===== src/rtl/sm83_alu_pkg.sv =====
// ----------------------------------------------------------------------------
// sm83_alu_pkg
// Operation codes, flag positions and widths of the SM83 ALU.
// ----------------------------------------------------------------------------
package sm83_alu_pkg;

    localparam int OP_W   = 5;
    localparam int DATA_W = 8;
    localparam int FLAG_W = 4;

    // Pipeline depth from an accepted start to the done strobe
    localparam int LATENCY = 2;

    localparam logic [OP_W-1:0] OP_ADD  = 5'd0;
    localparam logic [OP_W-1:0] OP_ADC  = 5'd1;
    localparam logic [OP_W-1:0] OP_SUB  = 5'd2;
    localparam logic [OP_W-1:0] OP_SBC  = 5'd3;
    localparam logic [OP_W-1:0] OP_AND  = 5'd4;
    localparam logic [OP_W-1:0] OP_XOR  = 5'd5;
    localparam logic [OP_W-1:0] OP_OR   = 5'd6;
    localparam logic [OP_W-1:0] OP_CP   = 5'd7;
    localparam logic [OP_W-1:0] OP_INC  = 5'd8;
    localparam logic [OP_W-1:0] OP_DEC  = 5'd9;
    localparam logic [OP_W-1:0] OP_RLCA = 5'd10;
    localparam logic [OP_W-1:0] OP_RRCA = 5'd11;
    localparam logic [OP_W-1:0] OP_RLA  = 5'd12;
    localparam logic [OP_W-1:0] OP_RRA  = 5'd13;
    localparam logic [OP_W-1:0] OP_DAA  = 5'd14;
    localparam logic [OP_W-1:0] OP_CPL  = 5'd15;
    localparam logic [OP_W-1:0] OP_SCF  = 5'd16;
    localparam logic [OP_W-1:0] OP_CCF  = 5'd17;

    // Flag bit positions
    localparam int FLAG_Z = 3;
    localparam int FLAG_N = 2;
    localparam int FLAG_H = 1;
    localparam int FLAG_C = 0;

    localparam logic [DATA_W-1:0] DAA_HI  = 8'h60;
    localparam logic [DATA_W-1:0] DAA_LO  = 8'h06;
    localparam logic [DATA_W-1:0] BCD_MAX = 8'h99;
    localparam logic [3:0]        NIB_MAX = 4'h9;

    typedef struct packed {
        logic [OP_W-1:0]   opcode;
        logic [DATA_W-1:0] acc_value;
        logic [DATA_W-1:0] operand;
        logic [FLAG_W-1:0] flags_in;
    } alu_req_t;

endpackage


===== src/rtl/sm83_alu_with_flags_top.sv =====
// ----------------------------------------------------------------------------
// sm83_alu_with_flags_top
// SM83 8-bit ALU with Z/N/H/C flags, one operation per clock.
// ----------------------------------------------------------------------------
//  channel  | handshake     | payload
//  ---------+---------------+--------------------------------------------
//  command  | start / busy  | opcode, acc_value, operand, flags_in
//  result   | done (strobe) | result, flags_out
//
//  A transfer on the command side happens at an edge with start high and busy
//  low; busy stays low, so one operation can enter every cycle.
//  The path runs through the input register, then the ALU logic into the result
//  register, whose done strobe lasts one cycle.
//  rst_n clears the two valid bits asynchronously; payload is not reset.
//  The receiver cannot stall, so nothing ever waits inside the block.
// ----------------------------------------------------------------------------
module sm83_alu_with_flags_top
    import sm83_alu_pkg::*;
(
    input  logic              clk,
    input  logic              rst_n,
    input  logic              start,
    output logic              busy,
    input  logic [OP_W-1:0]   opcode,
    input  logic [DATA_W-1:0] acc_value,
    input  logic [DATA_W-1:0] operand,
    input  logic [FLAG_W-1:0] flags_in,
    output logic              done,
    output logic [DATA_W-1:0] result,
    output logic [FLAG_W-1:0] flags_out
);

    alu_req_t          req_reg;
    logic              req_vld_reg;
    logic              done_reg;
    logic [DATA_W-1:0] result_reg;
    logic [FLAG_W-1:0] flags_reg;
    logic [DATA_W-1:0] result_next;
    logic [FLAG_W-1:0] flags_next;

    assign busy = 1'b0;

    always_ff @(posedge clk or negedge rst_n)
    begin
        if (!rst_n)
        begin
            req_vld_reg <= 1'b0;
            done_reg    <= 1'b0;
        end
        else
        begin
            req_vld_reg <= start && !busy;
            done_reg    <= req_vld_reg;
        end
    end

    always_ff @(posedge clk)
    begin
        if (start && !busy)
        begin
            req_reg.opcode    <= opcode;
            req_reg.acc_value <= acc_value;
            req_reg.operand   <= operand;
            req_reg.flags_in  <= flags_in;
        end
        if (req_vld_reg)
        begin
            result_reg <= result_next;
            flags_reg  <= flags_next;
        end
    end

    always_comb
    begin
        logic [DATA_W-1:0] a;
        logic [DATA_W-1:0] b;
        logic              cin;
        logic              t;
        logic [DATA_W:0]   sum9;
        logic [4:0]        sum5;
        logic [DATA_W:0]   dif9;
        logic [4:0]        dif5;
        logic [DATA_W-1:0] daa_v;
        logic              daa_c;
        logic [DATA_W-1:0] r;

        a   = req_reg.acc_value;
        b   = req_reg.operand;
        cin = req_reg.flags_in[FLAG_C];
        t   = (req_reg.opcode inside {OP_ADC, OP_SBC}) ? cin : 1'b0;

        sum9 = {1'b0, a} + {1'b0, b} + {{DATA_W{1'b0}}, t};
        sum5 = {1'b0, a[3:0]} + {1'b0, b[3:0]} + {4'b0, t};
        dif9 = {1'b0, a} - {1'b0, b} - {{DATA_W{1'b0}}, t};
        dif5 = {1'b0, a[3:0]} - {1'b0, b[3:0]} - {4'b0, t};

        // Decimal adjust: the low-nibble test sees the value after the high fix,
        // whose low nibble is unchanged
        daa_v = a;
        daa_c = cin;
        if (!req_reg.flags_in[FLAG_N])
        begin
            if (cin || (a > BCD_MAX))
            begin
                daa_v = daa_v + DAA_HI;
                daa_c = 1'b1;
            end
            if (req_reg.flags_in[FLAG_H] || (daa_v[3:0] > NIB_MAX))
                daa_v = daa_v + DAA_LO;
        end
        else
        begin
            if (cin)
                daa_v = daa_v - DAA_HI;
            if (req_reg.flags_in[FLAG_H])
                daa_v = daa_v - DAA_LO;
        end

        r           = a;
        result_next = a;
        flags_next  = req_reg.flags_in;

        case (req_reg.opcode)
            OP_ADD, OP_ADC:
            begin
                r           = sum9[DATA_W-1:0];
                result_next = r;
                flags_next  = {(r == '0), 1'b0, sum5[4], sum9[DATA_W]};
            end
            OP_SUB, OP_SBC, OP_CP:
            begin
                r = dif9[DATA_W-1:0];
                result_next = (req_reg.opcode == OP_CP) ? a : r;
                flags_next  = {(r == '0), 1'b1, dif5[4], dif9[DATA_W]};
            end
            OP_AND:
            begin
                r           = a & b;
                result_next = r;
                flags_next  = {(r == '0), 1'b0, 1'b1, 1'b0};
            end
            OP_XOR:
            begin
                r           = a ^ b;
                result_next = r;
                flags_next  = {(r == '0), 3'b000};
            end
            OP_OR:
            begin
                r           = a | b;
                result_next = r;
                flags_next  = {(r == '0), 3'b000};
            end
            OP_INC:
            begin
                r           = b + 8'd1;
                result_next = r;
                flags_next  = {(r == '0), 1'b0, (r[3:0] == 4'h0), cin};
            end
            OP_DEC:
            begin
                r           = b - 8'd1;
                result_next = r;
                flags_next  = {(r == '0), 1'b1, (r[3:0] == 4'hF), cin};
            end
            OP_RLCA:
            begin
                result_next = {a[DATA_W-2:0], a[DATA_W-1]};
                flags_next  = {3'b000, a[DATA_W-1]};
            end
            OP_RRCA:
            begin
                result_next = {a[0], a[DATA_W-1:1]};
                flags_next  = {3'b000, a[0]};
            end
            OP_RLA:
            begin
                result_next = {a[DATA_W-2:0], cin};
                flags_next  = {3'b000, a[DATA_W-1]};
            end
            OP_RRA:
            begin
                result_next = {cin, a[DATA_W-1:1]};
                flags_next  = {3'b000, a[0]};
            end
            OP_DAA:
            begin
                result_next = daa_v;
                flags_next  = {(daa_v == '0), req_reg.flags_in[FLAG_N], 1'b0, daa_c};
            end
            OP_CPL:
            begin
                result_next = ~a;
                flags_next  = {req_reg.flags_in[FLAG_Z], 2'b11, cin};
            end
            OP_SCF:
                flags_next = {req_reg.flags_in[FLAG_Z], 3'b001};
            OP_CCF:
                flags_next = {req_reg.flags_in[FLAG_Z], 2'b00, ~cin};
            default:
            begin
                // Unused codes pass the accumulator and flags through
                result_next = a;
                flags_next  = req_reg.flags_in;
            end
        endcase
    end

    assign done      = done_reg;
    assign result    = result_reg;
    assign flags_out = flags_reg;

endmodule


===== config.mk =====
export PLATFORM = sky130hd
export DESIGN_NAME = sm83_alu_with_flags_top
export DESIGN_NICKNAME = d
export VERILOG_FILES = /design/src/rtl/sm83_alu_pkg.sv /design/src/rtl/sm83_alu_with_flags_top.sv
export SDC_FILE = /design/constraint.sdc
export NUM_CORES = 1
export LEC_CHECK = 0
export ABC_CLOCK_PERIOD_IN_PS = 7600
export BUFFER_PORTS_ARGS = -buffer_cell sky130_fd_sc_hd__buf_2
export CAP_MARGIN = 10
export CORE_ASPECT_RATIO = 0.6
export CORE_UTILIZATION = 44
export CTS_BUF_LIST = sky130_fd_sc_hd__clkbuf_4 sky130_fd_sc_hd__clkbuf_8 sky130_fd_sc_hd__clkbuf_16
export CTS_CLUSTER_DIAMETER = 100
export CTS_CLUSTER_SIZE = 10
export DETAILED_ROUTE_END_ITERATION = 7
export GPL_TIMING_DRIVEN = 0
export SETUP_SLACK_MARGIN = 0.15
export SLEW_MARGIN = 30
export SYNTH_ARGS = -nofsm -noshare
export SYNTH_HDL_FRONTEND = slang
export SYNTH_SLANG_ARGS = --single-unit

===== constraint.sdc =====
create_clock -name clk -period 7.6 [get_ports clk]
set_clock_uncertainty 0.15 [all_clocks]
set_input_delay 0.76 -clock clk [delete_from_list [all_inputs] [get_ports clk]]
set_output_delay 0.76 -clock clk [all_outputs]
set_load 0.05 [all_outputs]

After elaboration in Yosys (flattened, before gate mapping)
Cells that the tools add are included.
Cells by class
  bitwise operators: 5
  shift operators: 0
  mux-type cells: 13
  $add $sub $neg: 14
  eq/ne operators: 18
  div/mod/pow operators: 0
  reductions and logical operators: 17
  multipliers: 0
  $lt $le $gt $ge: 2
Operator list (number)
  8-bit case mux with 13 select lines: 1
  8-bit zero test: 8
  8-bit 2-to-1 mux: 8
  4-bit case mux with 13 select lines: 1
  5-bit by 4-bit == test with 1-bit output, second input constant: 8
  5-bit by 3-bit == test with 1-bit output, second input constant: 4
  5-bit by 2-bit == test with 1-bit output, second input constant: 2
  5-bit == test, second input constant: 2
  8-bit by 8-bit adder with 9-bit output: 1
  9-bit by 1-bit adder with 9-bit output: 1
  8-bit by 8-bit subtractor with 9-bit output: 1
  9-bit by 1-bit subtractor with 9-bit output: 1
  8-bit by 1-bit adder with 8-bit output, second input constant: 1
  8-bit by 3-bit adder with 8-bit output, second input constant: 1
  8-bit by 7-bit adder with 8-bit output, second input constant: 1
  8-bit bitwise AND: 1
  8-bit greater-than comparator, second input constant: 1
  8-bit inverter: 1
  8-bit OR: 1
  8-bit by 1-bit subtractor with 8-bit output, second input constant: 1
  8-bit by 3-bit subtractor with 8-bit output, second input constant: 1
  8-bit by 7-bit subtractor with 8-bit output, second input constant: 1
  8-bit XOR: 1
  2-bit OR reduction: 3
  14 further kinds: 17
Storage, ports and cells
  input port bits: 28
  output and inout bits: 14
  memory bits (writable): 0
  memories kept: 0
  register bits after elaboration: 39
  latch bits: 0
  bits in read-only memories: 0

Longest topological paths before layout
  depth after elaboration: 10
  gate-level depth with buffers: 15
  gate-level depth less buffers: 13

Worst setup path before layout
OpenSTA, ideal clock, no wires.
  kind: flip-flop to flip-flop
  start: register req_reg[24] (netlist name)
  end: register flags_reg[0] (netlist: flags_out[0]) (data pin)
  arrival: 3289 ps
  buffers on the path: 2
  slack: 3900 ps
  library setup time: 261 ps
  cell stages (with the launch flop): 13
  clock period less this slack: 3700 ps
  cells stage by stage: edfxtp_1 -> buf_2 -> clkbuf_1 -> or4_1 -> fa_1 -> fa_1 -> o21ai_0 -> a22oi_1 -> a21o_1 -> a21oi_1 -> xnor2_1 -> nor2_1 -> o32a_1
Between the ends
  cells in the longest elaborated chain, start to end: 5
  elaborated cells on any way between the ends: 27
  classes of those cells: add/sub (2); eq/ne (17); mux (2); reduce/logical (6)
RTL lines
  from (decl): RTL line sm83_alu_with_flags_top.sv:33  | alu_req_t req_reg;
  5-bit by 1-bit == test with 1-bit output / 5-bit by 2-bit == test with 1-bit output (equally long branches): RTL line sm83_alu_with_flags_top.sv:90, sm83_alu_with_flags_top.sv:123
  2-bit nonzero test: RTL line sm83_alu_with_flags_top.sv:90  | t = (req_reg.opcode inside {OP_ADC, OP_SBC}) ? cin : 1'b0;
  1-bit 2-to-1 mux: RTL line sm83_alu_with_flags_top.sv:90
  9-bit by 1-bit subtractor with 9-bit output / 9-bit by 1-bit adder with 9-bit output (equally long branches): RTL line sm83_alu_with_flags_top.sv:94, sm83_alu_with_flags_top.sv:92
  4-bit case mux with 13 select lines (*): RTL line sm83_alu_with_flags_top.sv:123  | case (req_reg.opcode)
  net flags_next[0]: RTL line sm83_alu_with_flags_top.sv:39  | logic [FLAG_W-1:0] flags_next;
  to (signal assigned): RTL line sm83_alu_with_flags_top.sv:69  | flags_reg <= flags_next;
  to (decl): RTL line sm83_alu_with_flags_top.sv:37  | logic [FLAG_W-1:0] flags_reg;
Mark *: on every way through the listed nets, which the timed path passes. The rest lies on a longest branch.
A chain may end at the register's enable or synchronous reset.

Final worst setup path
  start: register req_reg[24] (netlist name)
  end: register result_reg[7] (netlist: result[7]) (data pin)
Between the ends
  cells in the longest elaborated chain, start to end: 6
  elaborated cells on any way between the ends: 24
  classes of those cells: add/sub (2); eq/ne (15); mux (3); reduce/logical (4)
RTL lines
  5-bit by 1-bit == test with 1-bit output / 5-bit by 2-bit == test with 1-bit output (equally long branches): RTL line sm83_alu_with_flags_top.sv:90, sm83_alu_with_flags_top.sv:123
  2-bit nonzero test: RTL line sm83_alu_with_flags_top.sv:90
  1-bit 2-to-1 mux: RTL line sm83_alu_with_flags_top.sv:90
  9-bit by 1-bit subtractor with 9-bit output: RTL line sm83_alu_with_flags_top.sv:94  | dif9 = {1'b0, a} - {1'b0, b} - {{DATA_W{1'b0}}, t};
  8-bit 2-to-1 mux: RTL line sm83_alu_with_flags_top.sv:133  | result_next = (req_reg.opcode == OP_CP) ? a : r;
  8-bit case mux with 13 select lines (*): RTL line sm83_alu_with_flags_top.sv:123
  net result_next[7]: RTL line sm83_alu_with_flags_top.sv:38  | logic [DATA_W-1:0] result_next;
  to (signal assigned): RTL line sm83_alu_with_flags_top.sv:68  | result_reg <= result_next;
  to (decl): RTL line sm83_alu_with_flags_top.sv:36  | logic [DATA_W-1:0] result_reg;
Marks and branches as above.

==> results.yml <==
yosys:
  netlist_instances: 504
  synth.cell_area_mm2: 0.00433
  number_of_enable_flip_flop_cells_after_synthesis: 37
  syn_nets: 575
  synth-seq-area-share_pct: 26.8
  postSynth.asyncResetShare_pct: 5.13
  yosys.cell_types.count: 77
  yosys_most_used_dff: "sky130_fd_sc_hd__edfxtp_1"
  postSynthAreaPerCell_um2: 8.58
  synth-warning-count: 0
  synth.ff_latch_count: 39
sta:
  timing.final.hold_violations: 0
  report.final.slew_viol_count: 0
  finalWorstPathRequiredPeriod_ps: 4720
  post-route-period-util_pct: 62.1
  f_max_mhz: 212
  setup_slack_ps: 2880
  grt_setup_unrepaired: "no"
  worst-slew-pin-transition_ps: 1040
  finalSetupTns_ps: 0
  setup_violations: 0
  max-slew-margin-rel_pct: 29.8
cts:
  cts_root_buf: "sky130_fd_sc_hd__clkbuf_16"
  post_cts.resized_instances: 0
  cts-hold-fix-buffers: 0
  cts.repair_timing.setup_buffer_count: 0
  number_of_h_tree_levels: 2
  ctsLongestPathBuffers: 2
  cts_tree: "yes"
  clkSlewWorstSetupHoldPaths_ps: 60
  clk_latency_ps: 300
  numClockSinks: 39
  cts-buffers-inserted: 5
outcome:
  run_status: "finished clean"
power_and_ir_drop:
  worst_ir_drop_vdd_v: 0.000129
  power_uw: 959
  static-leakage-power_nw: 1.88
  powerDensity_mw_per_mm2: 196
final_layout:
  fin_area_mm2: 0.00489
  largest_reg_flops: 25
  multi_input_area_mm2: 0.00290
  syn_to_final_growth_pct: 13.0
  sequential_cell_area_mm2: 0.00116
  fillerInstances: 904
  final_net_count: 622
  antenna_cells: 0
  share_of_cells_above_drive_strength_1_pct: 14.9
  final_cell_count_no_fill: 682
routing:
  vias: 4446
  drt_first_iter_violations: 782
  detailedRoute.firstPassIterationCount: 6
  avgViaCountPerCell: 6.52
  drcViolationCount: 0
  drt-total-wl_um: 15700
  drt-wirelength-per-cell_um: 23.1
  final_antenna_net_count: 0
grt:
  grt_pass1_vias: 4004
  grt_pass1_wl_um: 24100
  antenna_found_initial: 0
  global_route.overflow_total: 0
  grt_use_total_pct: 32.3
  grt_max_degree: 27
floorplanning:
  num_rows: 27
  die-height_um: 78.8
  initial_cell_density_of_the_core_pct: 46.2
  floorplan.io_pins: 42
  floorplan.die_area_mm2: 0.0102
  fp.dieW_um: 130
  core_mm2: 0.00936
critical_path:
  path_max_fanout: 10
  worstSetupEndpointType: "flop"
  critical_path_class: "reg -> reg"
  worst_setup_path_start_kind: "flop"
  critPathRequiredTime_ps: 7490
  worst-endpoint-arrival_ps: 4610
place:
  placed_cells_incl_taps: 674
  placed_cell_area_mm2: 0.00469
  pre_cts_slack_ps: 3030
  numPortBuffers: 40
  dp_hpwl_um: 12400
  globalplace.congestion: 1.00
worst_hold_path:
  hold_path_class: "in -> async"
flow_run:
  max_cap_viol_count: 0
synthesized netlist by cell type (all sizes together), types with 5 or more instances:
master / n / area, µm²
a211oi: 9 / 67.6
o21ai: 29 / 145
a21oi: 27 / 135
nor3: 16 / 95.1
xor2: 8 / 70.1
o211ai: 6 / 45.0
a22oi: 6 / 45.0
ha: 39 / 488
nand2: 40 / 150
edfxtp: 37 / 1110
nand2b: 5 / 31.3
nand4: 10 / 62.6
mux2i: 6 / 60.1
nor3b: 8 / 76.3
nand3: 14 / 70.1
xnor2: 21 / 184
buf: 21 / 113
o22ai: 10 / 62.6
inv: 29 / 109
nor2: 33 / 131
nor4: 8 / 62.6
nor2b: 8 / 50.1
a21o: 5 / 37.5
clkbuf: 12 / 45.0
a221oi: 8 / 70.1
a31oi: 10 / 62.6
path summary, 6_finish.rpt:
path	end	from	slack, ps	cells after the start
worst max-delay path	result[7]	req_reg[24]	2880	13
worst min-delay path	req_vld_reg	rst_n	90	1
worst max register to register	result[7]	req_reg[24]	2880	13
worst min register to register	done	req_vld_reg	540	0
max in group asynchronous	done	rst_n	7120	1
min in group clk	req_reg[0]	flags_in[0]	480	1
critical path: stages, from the launching register on:
cell	delay, ps
sky130_fd_sc_hd__edfxtp_1	420
sky130_fd_sc_hd__buf_2	230
sky130_fd_sc_hd__clkbuf_1	330
sky130_fd_sc_hd__or4_1	690
sky130_fd_sc_hd__inv_1	100
sky130_fd_sc_hd__fa_1	450
sky130_fd_sc_hd__ha_1	200
sky130_fd_sc_hd__o21ai_0	170
sky130_fd_sc_hd__nand2_1	200
sky130_fd_sc_hd__o31a_1	330
sky130_fd_sc_hd__and4b_1	220
sky130_fd_sc_hd__nor3_1	540
sky130_fd_sc_hd__o311ai_1	180
sky130_fd_sc_hd__a21o_1	260
layer usage:
layer / wire length (µm) / share of wire [%] / global-route usage (%) / up-vias
li1: - / - / - / 2004
met1: 7680 / 49 / 50.8 / 2102
met2: 5960 / 38 / 43.4 / 312
met3: 1870 / 12 / 8.02 / 28
met4: 226 / 1.4 / 5.81 / 0
met5: 0 / 0 / 0 / -
cell type report:
| class | count | share of cell area [%] |
|---|---|---|
| Multi-Input combinational cell | 402 | 59.3 |
| Sequential cell | 39 | 23.8 |
| Timing Repair Buffer | 40 | 4.10 |
| Tap cell | 130 | 3.33 |
| Buffer | 33 | 3.23 |
| Clock buffer | 5 | 2.56 |
| Inverter | 30 | 2.30 |
| Clock inverter | 3 | 1.38 |
metrics by stage:
stage	hold slack (ps)	util (%)
floorplan	314	-
global placement	397	50.1
detailed placement	400	50.1
CTS	86.8	52.2
global route	81.4	52.2
finish	86.9	52.2
report_power, final:
group	internal (mW)	switching (mW)	total [mW]
Clock	0.188	0.0900	0.278
Sequential	0.261	0.0202	0.281
Combinational	0.132	0.268	0.400
Total	0.581	0.378	0.959
logic make-up after synthesis:
| kind of cell | Yosys count | share of synthesized area [%] |
|---|---|---|
| AND/OR/NAND/NOR | 168 | 21.7 |
| AO/OA/AOI/OAI | 155 | 24.8 |
| buffers and inverters | 63 | 6.25 |
| adder cells (fa/ha/maj) | 43 | 13.1 |
| flip-flops | 39 | 26.8 |
| XOR/XNOR | 29 | 5.87 |
| multiplexers | 6 | 1.39 |
| other | 1 | 0.0867 |
cells in the final DEF, fill, tap and decap left out, drive strengths merged, types with 14 or more instances in the layout:
| cell | count |
|---|---|
| nor2 | 33 |
| edfxtp | 37 |
| inv | 29 |
| clkbuf | 17 |
| nor3 | 16 |
| buf | 61 |
| a21oi | 27 |
| o21ai | 29 |
| xnor2 | 21 |
| nand3 | 14 |
| ha | 39 |
| nand2 | 40 |
Power figures use the tool's default switching activity.
